==> config.mk <==
export PLATFORM = sky130hd
export DESIGN_NAME = eight_bit_alu_with_flags
export DESIGN_NICKNAME = d
export VERILOG_FILES = /design/src/sv/ebalu_pkg.sv /design/src/sv/ebalu_core.sv /design/src/sv/eight_bit_alu_with_flags.sv
export SDC_FILE = /design/constraint.sdc
export NUM_CORES = 1
export LEC_CHECK = 0
export BUFFER_PORTS_ARGS = -buffer_cell sky130_fd_sc_hd__buf_2
export CAP_MARGIN = 10
export CORE_MARGIN = 5
export CORE_UTILIZATION = 45
export DETAILED_ROUTE_END_ITERATION = 12
export HOLD_SLACK_MARGIN = 0.06
export PLACE_DENSITY = 0.71
export SLEW_MARGIN = 25
export SYNTH_ARGS = -nofsm -noshare
export SYNTH_HDL_FRONTEND = slang
export SYNTH_SLANG_ARGS = --single-unit
==> constraint.sdc <==
create_clock -name clk -period 4.4 [get_ports clk]
set_input_delay 0.66 -clock clk [delete_from_list [all_inputs] [get_ports clk]]
set_output_delay 0.66 -clock clk [all_outputs]
set_load 0.1 [all_outputs]
==> src/sv/ebalu_pkg.sv <==
// shared types, command codes and constants for the eight-bit alu
`default_nettype none
package ebalu_pkg;

  localparam logic [4:0] CMD_ADD   = 5'd0;
  localparam logic [4:0] CMD_ADC   = 5'd1;
  localparam logic [4:0] CMD_SUB   = 5'd2;
  localparam logic [4:0] CMD_SBC   = 5'd3;
  localparam logic [4:0] CMD_AND   = 5'd4;
  localparam logic [4:0] CMD_XOR   = 5'd5;
  localparam logic [4:0] CMD_OR    = 5'd6;
  localparam logic [4:0] CMD_CP    = 5'd7;
  localparam logic [4:0] CMD_INC   = 5'd8;
  localparam logic [4:0] CMD_DEC   = 5'd9;
  localparam logic [4:0] CMD_RLC   = 5'd10;
  localparam logic [4:0] CMD_RL    = 5'd11;
  localparam logic [4:0] CMD_RRC   = 5'd12;
  localparam logic [4:0] CMD_RR    = 5'd13;
  localparam logic [4:0] CMD_SLA   = 5'd14;
  localparam logic [4:0] CMD_SRA   = 5'd15;
  localparam logic [4:0] CMD_SWAP  = 5'd16;
  localparam logic [4:0] CMD_SRL   = 5'd17;
  localparam logic [4:0] CMD_BIT   = 5'd18;
  localparam logic [4:0] CMD_RES   = 5'd19;
  localparam logic [4:0] CMD_SET   = 5'd20;
  localparam logic [4:0] CMD_DAA   = 5'd21;
  localparam logic [4:0] CMD_CPL   = 5'd22;
  localparam logic [4:0] CMD_SCF   = 5'd23;
  localparam logic [4:0] CMD_CCF   = 5'd24;
  localparam logic [4:0] CMD_RLCA  = 5'd25;
  localparam logic [4:0] CMD_RLA   = 5'd26;
  localparam logic [4:0] CMD_RRCA  = 5'd27;
  localparam logic [4:0] CMD_RRA   = 5'd28;
  localparam logic [4:0] CMD_ADD16 = 5'd29;

  localparam logic [7:0] DAA_LIMIT_HI = 8'h99;
  localparam logic [3:0] DAA_LIMIT_LO = 4'h9;
  localparam logic [7:0] DAA_FIX_HI   = 8'h60;
  localparam logic [7:0] DAA_FIX_LO   = 8'h06;

  typedef struct packed {
    logic [4:0]  command;
    logic [7:0]  operand_a;
    logic [7:0]  operand_b;
    logic [2:0]  bit_index;
    logic [15:0] word_a;
    logic [15:0] word_b;
    logic        zero;
    logic        subtract;
    logic        hc_flag;
    logic        carry;
  } ebalu_in_t;

  typedef struct packed {
    logic [7:0]  result_byte;
    logic [15:0] result_word;
    logic        writes_back;
    logic        zero;
    logic        subtract;
    logic        hc_flag;
    logic        carry;
  } ebalu_out_t;

endpackage
`default_nettype wire

==> src/sv/ebalu_core.sv <==
// combinational datapath: one command, operands and flags in, result and flags out
`default_nettype none
module ebalu_core
  import ebalu_pkg::*;
(
  input  ebalu_in_t  op_i,
  output ebalu_out_t res_o
);

  logic [7:0]  a;
  logic [7:0]  b;
  logic        ci;
  logic [8:0]  add9;
  logic [4:0]  add_lo;
  logic [8:0]  sub9;
  logic [4:0]  sub_lo;
  logic [16:0] add17;
  logic [12:0] add13;
  logic [7:0]  bit_mask;
  logic [7:0]  daa_adj;

  assign a  = op_i.operand_a;
  assign b  = op_i.operand_b;
  assign ci = ((op_i.command == CMD_ADC) || (op_i.command == CMD_SBC)) ? op_i.carry : 1'b0;

  assign add9   = {1'b0, a} + {1'b0, b} + {8'd0, ci};
  assign add_lo = {1'b0, a[3:0]} + {1'b0, b[3:0]} + {4'd0, ci};
  assign sub9   = {1'b0, a} - {1'b0, b} - {8'd0, ci};
  assign sub_lo = {1'b0, a[3:0]} - {1'b0, b[3:0]} - {4'd0, ci};
  assign add17  = {1'b0, op_i.word_a} + {1'b0, op_i.word_b};
  assign add13  = {1'b0, op_i.word_a[11:0]} + {1'b0, op_i.word_b[11:0]};
  assign bit_mask = 8'd1 << op_i.bit_index;

  always_comb begin
    res_o             = '0;
    res_o.result_byte = a;
    res_o.result_word = '0;
    res_o.writes_back = 1'b1;
    res_o.zero        = op_i.zero;
    res_o.subtract    = op_i.subtract;
    res_o.hc_flag     = op_i.hc_flag;
    res_o.carry       = op_i.carry;
    daa_adj           = '0;
    case (op_i.command)
      CMD_ADD, CMD_ADC: begin
        res_o.result_byte = add9[7:0];
        res_o.zero        = (add9[7:0] == 8'd0);
        res_o.subtract    = 1'b0;
        res_o.hc_flag     = add_lo[4];
        res_o.carry       = add9[8];
      end
      CMD_SUB, CMD_SBC, CMD_CP: begin
        res_o.result_byte = sub9[7:0];
        res_o.zero        = (sub9[7:0] == 8'd0);
        res_o.subtract    = 1'b1;
        res_o.hc_flag     = sub_lo[4];
        res_o.carry       = sub9[8];
        res_o.writes_back = (op_i.command != CMD_CP);
      end
      CMD_AND, CMD_XOR, CMD_OR: begin
        if (op_i.command == CMD_AND) begin
          res_o.result_byte = a & b;
        end else if (op_i.command == CMD_XOR) begin
          res_o.result_byte = a ^ b;
        end else begin
          res_o.result_byte = a | b;
        end
        res_o.zero     = (res_o.result_byte == 8'd0);
        res_o.subtract = 1'b0;
        res_o.hc_flag  = (op_i.command == CMD_AND);
        res_o.carry    = 1'b0;
      end
      CMD_INC: begin
        res_o.result_byte = a + 8'd1;
        res_o.zero        = (a == 8'hFF);
        res_o.subtract    = 1'b0;
        res_o.hc_flag     = (a[3:0] == 4'hF);
      end
      CMD_DEC: begin
        res_o.result_byte = a - 8'd1;
        res_o.zero        = (a == 8'd1);
        res_o.subtract    = 1'b1;
        res_o.hc_flag     = (a[3:0] == 4'h0);
      end
      CMD_RLC, CMD_RL, CMD_RRC, CMD_RR, CMD_SLA, CMD_SRA, CMD_SWAP, CMD_SRL,
      CMD_RLCA, CMD_RLA, CMD_RRCA, CMD_RRA: begin
        if (op_i.command inside {CMD_RLC, CMD_RLCA}) begin
          res_o.result_byte = {a[6:0], a[7]};
          res_o.carry       = a[7];
        end else if (op_i.command inside {CMD_RL, CMD_RLA}) begin
          res_o.result_byte = {a[6:0], op_i.carry};
          res_o.carry       = a[7];
        end else if (op_i.command inside {CMD_RRC, CMD_RRCA}) begin
          res_o.result_byte = {a[0], a[7:1]};
          res_o.carry       = a[0];
        end else if (op_i.command inside {CMD_RR, CMD_RRA}) begin
          res_o.result_byte = {op_i.carry, a[7:1]};
          res_o.carry       = a[0];
        end else if (op_i.command == CMD_SLA) begin
          res_o.result_byte = {a[6:0], 1'b0};
          res_o.carry       = a[7];
        end else if (op_i.command == CMD_SRA) begin
          res_o.result_byte = {a[7], a[7:1]};
          res_o.carry       = a[0];
        end else if (op_i.command == CMD_SWAP) begin
          res_o.result_byte = {a[3:0], a[7:4]};
          res_o.carry       = 1'b0;
        end else begin
          res_o.result_byte = {1'b0, a[7:1]};
          res_o.carry       = a[0];
        end
        // accumulator rotates always clear zero
        res_o.zero     = (op_i.command inside {CMD_RLCA, CMD_RLA, CMD_RRCA, CMD_RRA}) ?
                         1'b0 : (res_o.result_byte == 8'd0);
        res_o.subtract = 1'b0;
        res_o.hc_flag  = 1'b0;
      end
      CMD_BIT: begin
        res_o.zero        = ~|(a & bit_mask);
        res_o.subtract    = 1'b0;
        res_o.hc_flag     = 1'b1;
        res_o.writes_back = 1'b0;
      end
      CMD_RES: res_o.result_byte = a & ~bit_mask;
      CMD_SET: res_o.result_byte = a | bit_mask;
      CMD_DAA: begin
        if (op_i.subtract) begin
          daa_adj = (op_i.hc_flag ? DAA_FIX_LO : 8'd0) |
                    (op_i.carry ? DAA_FIX_HI : 8'd0);
          res_o.result_byte = a - daa_adj;
        end else begin
          daa_adj = ((op_i.hc_flag || (a[3:0] > DAA_LIMIT_LO)) ? DAA_FIX_LO : 8'd0) |
                    ((op_i.carry || (a > DAA_LIMIT_HI)) ? DAA_FIX_HI : 8'd0);
          res_o.result_byte = a + daa_adj;
          // carry can only be set after an addition
          res_o.carry       = op_i.carry || (a > DAA_LIMIT_HI);
        end
        res_o.zero    = (res_o.result_byte == 8'd0);
        res_o.hc_flag = 1'b0;
      end
      CMD_CPL: begin
        res_o.result_byte = ~a;
        res_o.subtract    = 1'b1;
        res_o.hc_flag     = 1'b1;
      end
      CMD_SCF, CMD_CCF: begin
        res_o.subtract    = 1'b0;
        res_o.hc_flag     = 1'b0;
        res_o.carry       = (op_i.command == CMD_SCF) ? 1'b1 : ~op_i.carry;
        res_o.writes_back = 1'b0;
      end
      CMD_ADD16: begin
        res_o.result_byte = 8'd0;
        res_o.result_word = add17[15:0];
        res_o.subtract    = 1'b0;
        res_o.hc_flag     = add13[12];
        res_o.carry       = add17[16];
      end
      default: res_o.writes_back = 1'b0;
    endcase
  end

endmodule
`default_nettype wire

==> src/sv/eight_bit_alu_with_flags.sv <==
// top level: registered eight-bit alu with flag handling and valid/stall channels
//
// usage
// - input channel: in_valid with the command, operands, bit index, two words
//   and four incoming flags; a transaction is taken at a rising edge with
//   in_valid high and in_stall low
// - result channel: out_valid with result byte, result word, write-back strobe
//   and four outgoing flags; taken at an edge with out_valid high and
//   out_stall low
// - two register stages: an input register, then the alu datapath, then a
//   result register; a transaction moves from the input register to the
//   result register once it is free (one per cycle while out_stall is low)
// - the rate is set only by the two stage registers; the datapath is one pass
//   of shallow adds, shifts and muxes
// - stall from the receiver holds the result register; the input register
//   keeps filling, and in_stall rises only once both stages hold transactions
// - synchronous active-low reset empties both stages; no configuration and
//   no state carried between transactions
`default_nettype none
module eight_bit_alu_with_flags
  import ebalu_pkg::*;
(
  input  wire logic        clk,
  input  wire logic        rst_n,
  input  wire logic        in_valid,
  output logic             in_stall,
  input  wire logic [4:0]  in_command,
  input  wire logic [7:0]  in_operand_a,
  input  wire logic [7:0]  in_operand_b,
  input  wire logic [2:0]  in_bit_index,
  input  wire logic [15:0] in_word_a,
  input  wire logic [15:0] in_word_b,
  input  wire logic        in_zero_in,
  input  wire logic        in_subtract_in,
  input  wire logic        in_half_carry_in,
  input  wire logic        in_carry_in,
  output logic             out_valid,
  input  wire logic        out_stall,
  output logic [7:0]       out_result_byte,
  output logic [15:0]      out_result_word,
  output logic             out_writes_back,
  output logic             out_zero_out,
  output logic             out_subtract_out,
  output logic             out_half_carry_out,
  output logic             out_carry_out
);

  // stage 1: input register
  logic       s1_valid_r;
  logic       s1_valid_nxt;
  ebalu_in_t  s1_data_r;
  ebalu_in_t  in_data;

  // stage 2: result register
  logic       out_valid_r;
  logic       out_valid_nxt;
  ebalu_out_t out_data_r;
  ebalu_out_t alu_res;

  logic       s2_ready;
  logic       s1_ready;

  assign in_data = '{command:    in_command,
                     operand_a:  in_operand_a,
                     operand_b:  in_operand_b,
                     bit_index:  in_bit_index,
                     word_a:     in_word_a,
                     word_b:     in_word_b,
                     zero:       in_zero_in,
                     subtract:   in_subtract_in,
                     hc_flag:    in_half_carry_in,
                     carry:      in_carry_in};

  // result register can load when empty or being drained this cycle
  assign s2_ready = !out_valid_r || !out_stall;
  // input register can load when empty or moving forward this cycle
  assign s1_ready = !s1_valid_r || s2_ready;
  assign in_stall = !s1_ready;

  assign s1_valid_nxt  = s1_ready ? in_valid : s1_valid_r;
  assign out_valid_nxt = s2_ready ? s1_valid_r : out_valid_r;

  ebalu_core u_core (
    .op_i  (s1_data_r),
    .res_o (alu_res)
  );

  always_ff @(posedge clk) begin
    if (!rst_n) begin
      s1_valid_r  <= 1'b0;
      out_valid_r <= 1'b0;
    end else begin
      s1_valid_r  <= s1_valid_nxt;
      out_valid_r <= out_valid_nxt;
    end
  end

  // payload registers, loaded only when a transaction moves in
  always_ff @(posedge clk) begin
    if (s1_ready && in_valid) begin
      s1_data_r <= in_data;
    end
    if (s2_ready && s1_valid_r) begin
      out_data_r <= alu_res;
    end
  end

  assign out_valid          = out_valid_r;
  assign out_result_byte    = out_data_r.result_byte;
  assign out_result_word    = out_data_r.result_word;
  assign out_writes_back    = out_data_r.writes_back;
  assign out_zero_out       = out_data_r.zero;
  assign out_subtract_out   = out_data_r.subtract;
  assign out_half_carry_out = out_data_r.hc_flag;
  assign out_carry_out      = out_data_r.carry;

  // back-pressure only when both stages are full and the receiver stalls
  a_stall_only_when_full: assert property (@(posedge clk) disable iff (!rst_n)
    in_stall |-> (s1_valid_r && out_valid_r && out_stall))
    else $error("input stalled while pipeline has room");

  // a staged transaction reaches the result register when not blocked
  a_stage_advances: assert property (@(posedge clk) disable iff (!rst_n)
    (s1_valid_r && s2_ready) |=> out_valid_r)
    else $error("staged transaction lost");

  // a held result keeps its valid while stalled
  a_result_held: assert property (@(posedge clk) disable iff (!rst_n)
    (out_valid_r && out_stall) |=> (out_valid_r && $stable(out_data_r)))
    else $error("stalled result changed");

  // a nonzero word only comes from the 16-bit add, which clears byte and subtract
  a_word_implies_add16: assert property (@(posedge clk) disable iff (!rst_n)
    (out_valid_r && (out_data_r.result_word != 16'd0)) |->
      ((out_data_r.result_byte == 8'd0) && !out_data_r.subtract && out_data_r.writes_back))
    else $error("word result with inconsistent byte or flags");

endmodule
`default_nettype wire

==> reports/summary.txt <==
status: completed
total number of vias: 6148
placed insts: 999
commonest non-fill, non-tap cells in the layout: buf_2, edfxtp_1, o21ai_0, nand2_1, nor2_1
top fanout value on the critical path: 11
Mean Syn Cell Area: 9.271 um^2
max layer used: met4
Root Buffer: clkbuf_16
H-Tree Level Count: 3
CP Class: flop to flop
Routed Antenna Nets: 0
met2 wire len: 8761 um
CP startpoint kind: flop
clk sinks: 91
ant diodes: 0
max-cap violation count: 0
CP arrival: 3.99 ns
CTS tree: yes
vias per inst: 6.051
post-synth top area cell: edfxtp_1
cell area after synthesis: 6852 um^2
Yosys cell types: 70
Leak Pwr: 3.158 nW
Synth area leaders: edfxtp_1, ha_1, o21ai_0
fin. max-slew vios: 0
most common cell after layout, fill and taps aside: buf_2
Min-Delay Path Class: input port to flop
EDFF count, synth: 89
Logic pwr share: 0.273
CTS max path bufs: 2
I/O Buffers: 94
Sw Ratio: 0.3319
Residual DRC: 0
initial core utilization: 0.4541
setup-violating endpoint count in the final report: 0
Tot Pwr: 0.002627 W
Layout Cells excl Fill: 1016
top-area cell type share of the netlist area: 0.3901
Post-synth ARST share: 0
grt ovf: 0
power per cell area: 332.7 nW/um^2
Min-Delay Endpoint: s1_data_r[0]
register bit total from synthesis: 91
DIE WIDTH: 133.4 um
first-pass GRT wire length: 30820 um
GPL Wtd Cong: 0.9576
top_reg_cell synth: edfxtp_1
num rows: 45
Final Core Density: 0.5234
CP Cell Sequence: clkinv_1 -> ha_1 -> nor2_1 -> o21ai_0 -> and2_1 -> inv_1 -> nand2_1 -> nand2_1 -> ha_1 -> o21a_1 -> nor2_1 -> o21ai_0 -> a21o_1 -> a21oi_1 -> xnor2_1 -> a31o_2 -> o32a_1
Hold Crit Depth: 1
core area: 15090 um^2
Layout Nets: 951
layout cells sized above 1: 0.1667
largest net degree at the start of global routing: 45
met1 wire length: 8189 um
R2R depth: 17
hold buffer count at CTS: 0
CP max stage delay: 0.41 ns
sequential area share after synthesis: 0.3959
Ys Warns: 0
final worst-path cycle share: 0.8817
Routed wire per std cell: 19.45 um
initial antenna violation count: 0
die area: 17790 um^2
Critical-path top delay cell: ha_1
Die Y: 133.4 um
drt first pass iters: 6
DRT iter0 DRCs: 674
cell area after layout: 7898 um^2
postcts setup bufs: 0
NetSw: 0.0008719 W
worst slew pin tran: 0.9451 ns
Crit Reg-Reg Startpoint: s1_data_r[47]
cell-internal power: 0.001755 W
syn_nets: 867
clk_lat worst skew: 0.36 ns
Peak Freq: 257.8 MHz
RSZ-0062 raised after global routing: false
Area Growth Syn to Fin: 15.27%
sequential share of power: 0.398
clock share of power: 0.330
hpwl dp: 14600 um
Critical Path Sink Type: flop
met3 routed WL: 1809 um
CTS resizes: 0
vias in the first global route: 5848
TNS Setup: 0 ns
Max-slew headroom: 0.3651
cell count after synthesis: 739
r2r endpoint: out_zero_out
minimum clock period: 3.879 ns
Total GRT Usage: 0.2194
cts bufs inserted: 9
CP bufs+invs: 2
Worst EP required: 4.51 ns
CP delay by family, top: compound AO/OA/AOI/OAI gates
worst clock skew: 0.008635 ns
IO Pins: 95
HP Start: in_carry_in
Max VDD drop: 0.2137 mV
Hold Vio Cnt, Final: 0
Placed Area: 7541 um^2
CTS clk-pin slew, worst paths: 0.07 ns
Total Wirelength: 19760 um
reg2reg setup slack: 0.52 ns
-- through the flow --
stage | setup slack, ns | hold slack (ns)
finish | 0.5207 | 0.4725
global route | 0.1933 | 0.4728
CTS | 0.5823 | 0.4712
detailed placement | 0.5917 | 0.5040
global placement | 0.7948 | 0.4942
floorplan | 0.6610 | 0.4662
-- cells in the mapped netlist (all sizes together) (3+ instances only) --
| cell | n |
|---|---|
| a21o | 7 |
| nor2b | 17 |
| o22ai | 10 |
| mux2i | 9 |
| clkbuf | 27 |
| fa | 5 |
| o21bai | 4 |
| a22oi | 9 |
| nand4 | 8 |
| a31oi | 17 |
| a211oi | 6 |
| ha | 59 |
| nand2 | 64 |
| a21oi | 54 |
| and3 | 4 |
| nand3 | 10 |
| xnor2 | 18 |
| o211ai | 8 |
| xor2 | 16 |
| o221ai | 4 |
| inv | 36 |
| buf | 14 |
| a221oi | 4 |
| o2111ai | 3 |
| nor2 | 63 |
| and2 | 4 |
| or3 | 6 |
| edfxtp | 89 |
| nor4 | 5 |
| o21ai | 70 |
| nand2b | 10 |
| nor3b | 6 |
| nor3 | 23 |
| a2111oi | 5 |
| o21a | 10 |
-- cell families (layout without fill, tap and decap cells) --
group | count (synthesis) | count (layout) | synth area share
simple gates | 230 | 230 | 0.1627
compound gates | 228 | 228 | 0.2076
flops | 91 | 91 | 0.3959
buf+inv | 79 | 168 | 0.04675
fa+ha+maj | 65 | 65 | 0.1238
xor+xnor | 34 | 34 | 0.04346
mux | 12 | 12 | 0.01972
-- metal layers --
metal | track usage | vias up
li1 | - | 2909
met1 | 0.2851 | 2837
met2 | 0.3369 | 333
met3 | 0.05249 | 69
met4 | 0.1229 | 0
met5 | 0 | -
-- state kept, by name, indices dropped and copies added (netlist names) --
register	cells
out_half_carry_out	1
out_zero_out	1
s1_valid_r	1
out_subtract_out	1
out_writes_back	1
out_valid	1
s1_data_r	60
out_result_byte	8
out_result_word	16
out_carry_out	1
-- worst max-delay path by stage --
stage	start	endpoint	slack [ns]	cells past startpoint
5_1_grt	s1_data_r[47]	out_zero_out	0.19	17
6_report	s1_data_r[47]	out_zero_out	0.52	17
2_1_floorplan	s1_data_r[55]	out_result_byte[4]	0.66	15
3_3_place_gp	s1_data_r[47]	out_zero_out	0.79	17
3_5_place_dp	s1_data_r[48]	out_zero_out	0.59	17
4_1_cts	s1_data_r[47]	out_zero_out	0.58	17
-- power by group through the flow --
| stage | clock, W | combinational, W | sequential [W] |
|---|---|---|---|
| detailed placement | 0 | 0.000696 | 0.00106 |
| global placement | 0 | 0.000693 | 0.00106 |
| global route | 0.000905 | 0.000774 | 0.00105 |
| CTS | 0.000874 | 0.000701 | 0.00104 |
| finish | 0.000867 | 0.000716 | 0.00104 |
| floorplan | 0 | 0.000403 | 0.00117 |
-- final cells by class --
class / count / area [um^2]
Sequential cell: 91 / 2713
Inverter: 38 / 142.6
Clock buffer: 9 / 225.2
Timing Repair Buffer: 114 / 640.6
Fill cell: 1401 / 7192
Clock inverter: 7 / 103.9
Multi-Input combinational cell: 569 / 3837
Tap cell: 188 / 235.2
Power figures use the tool's default switching activity.
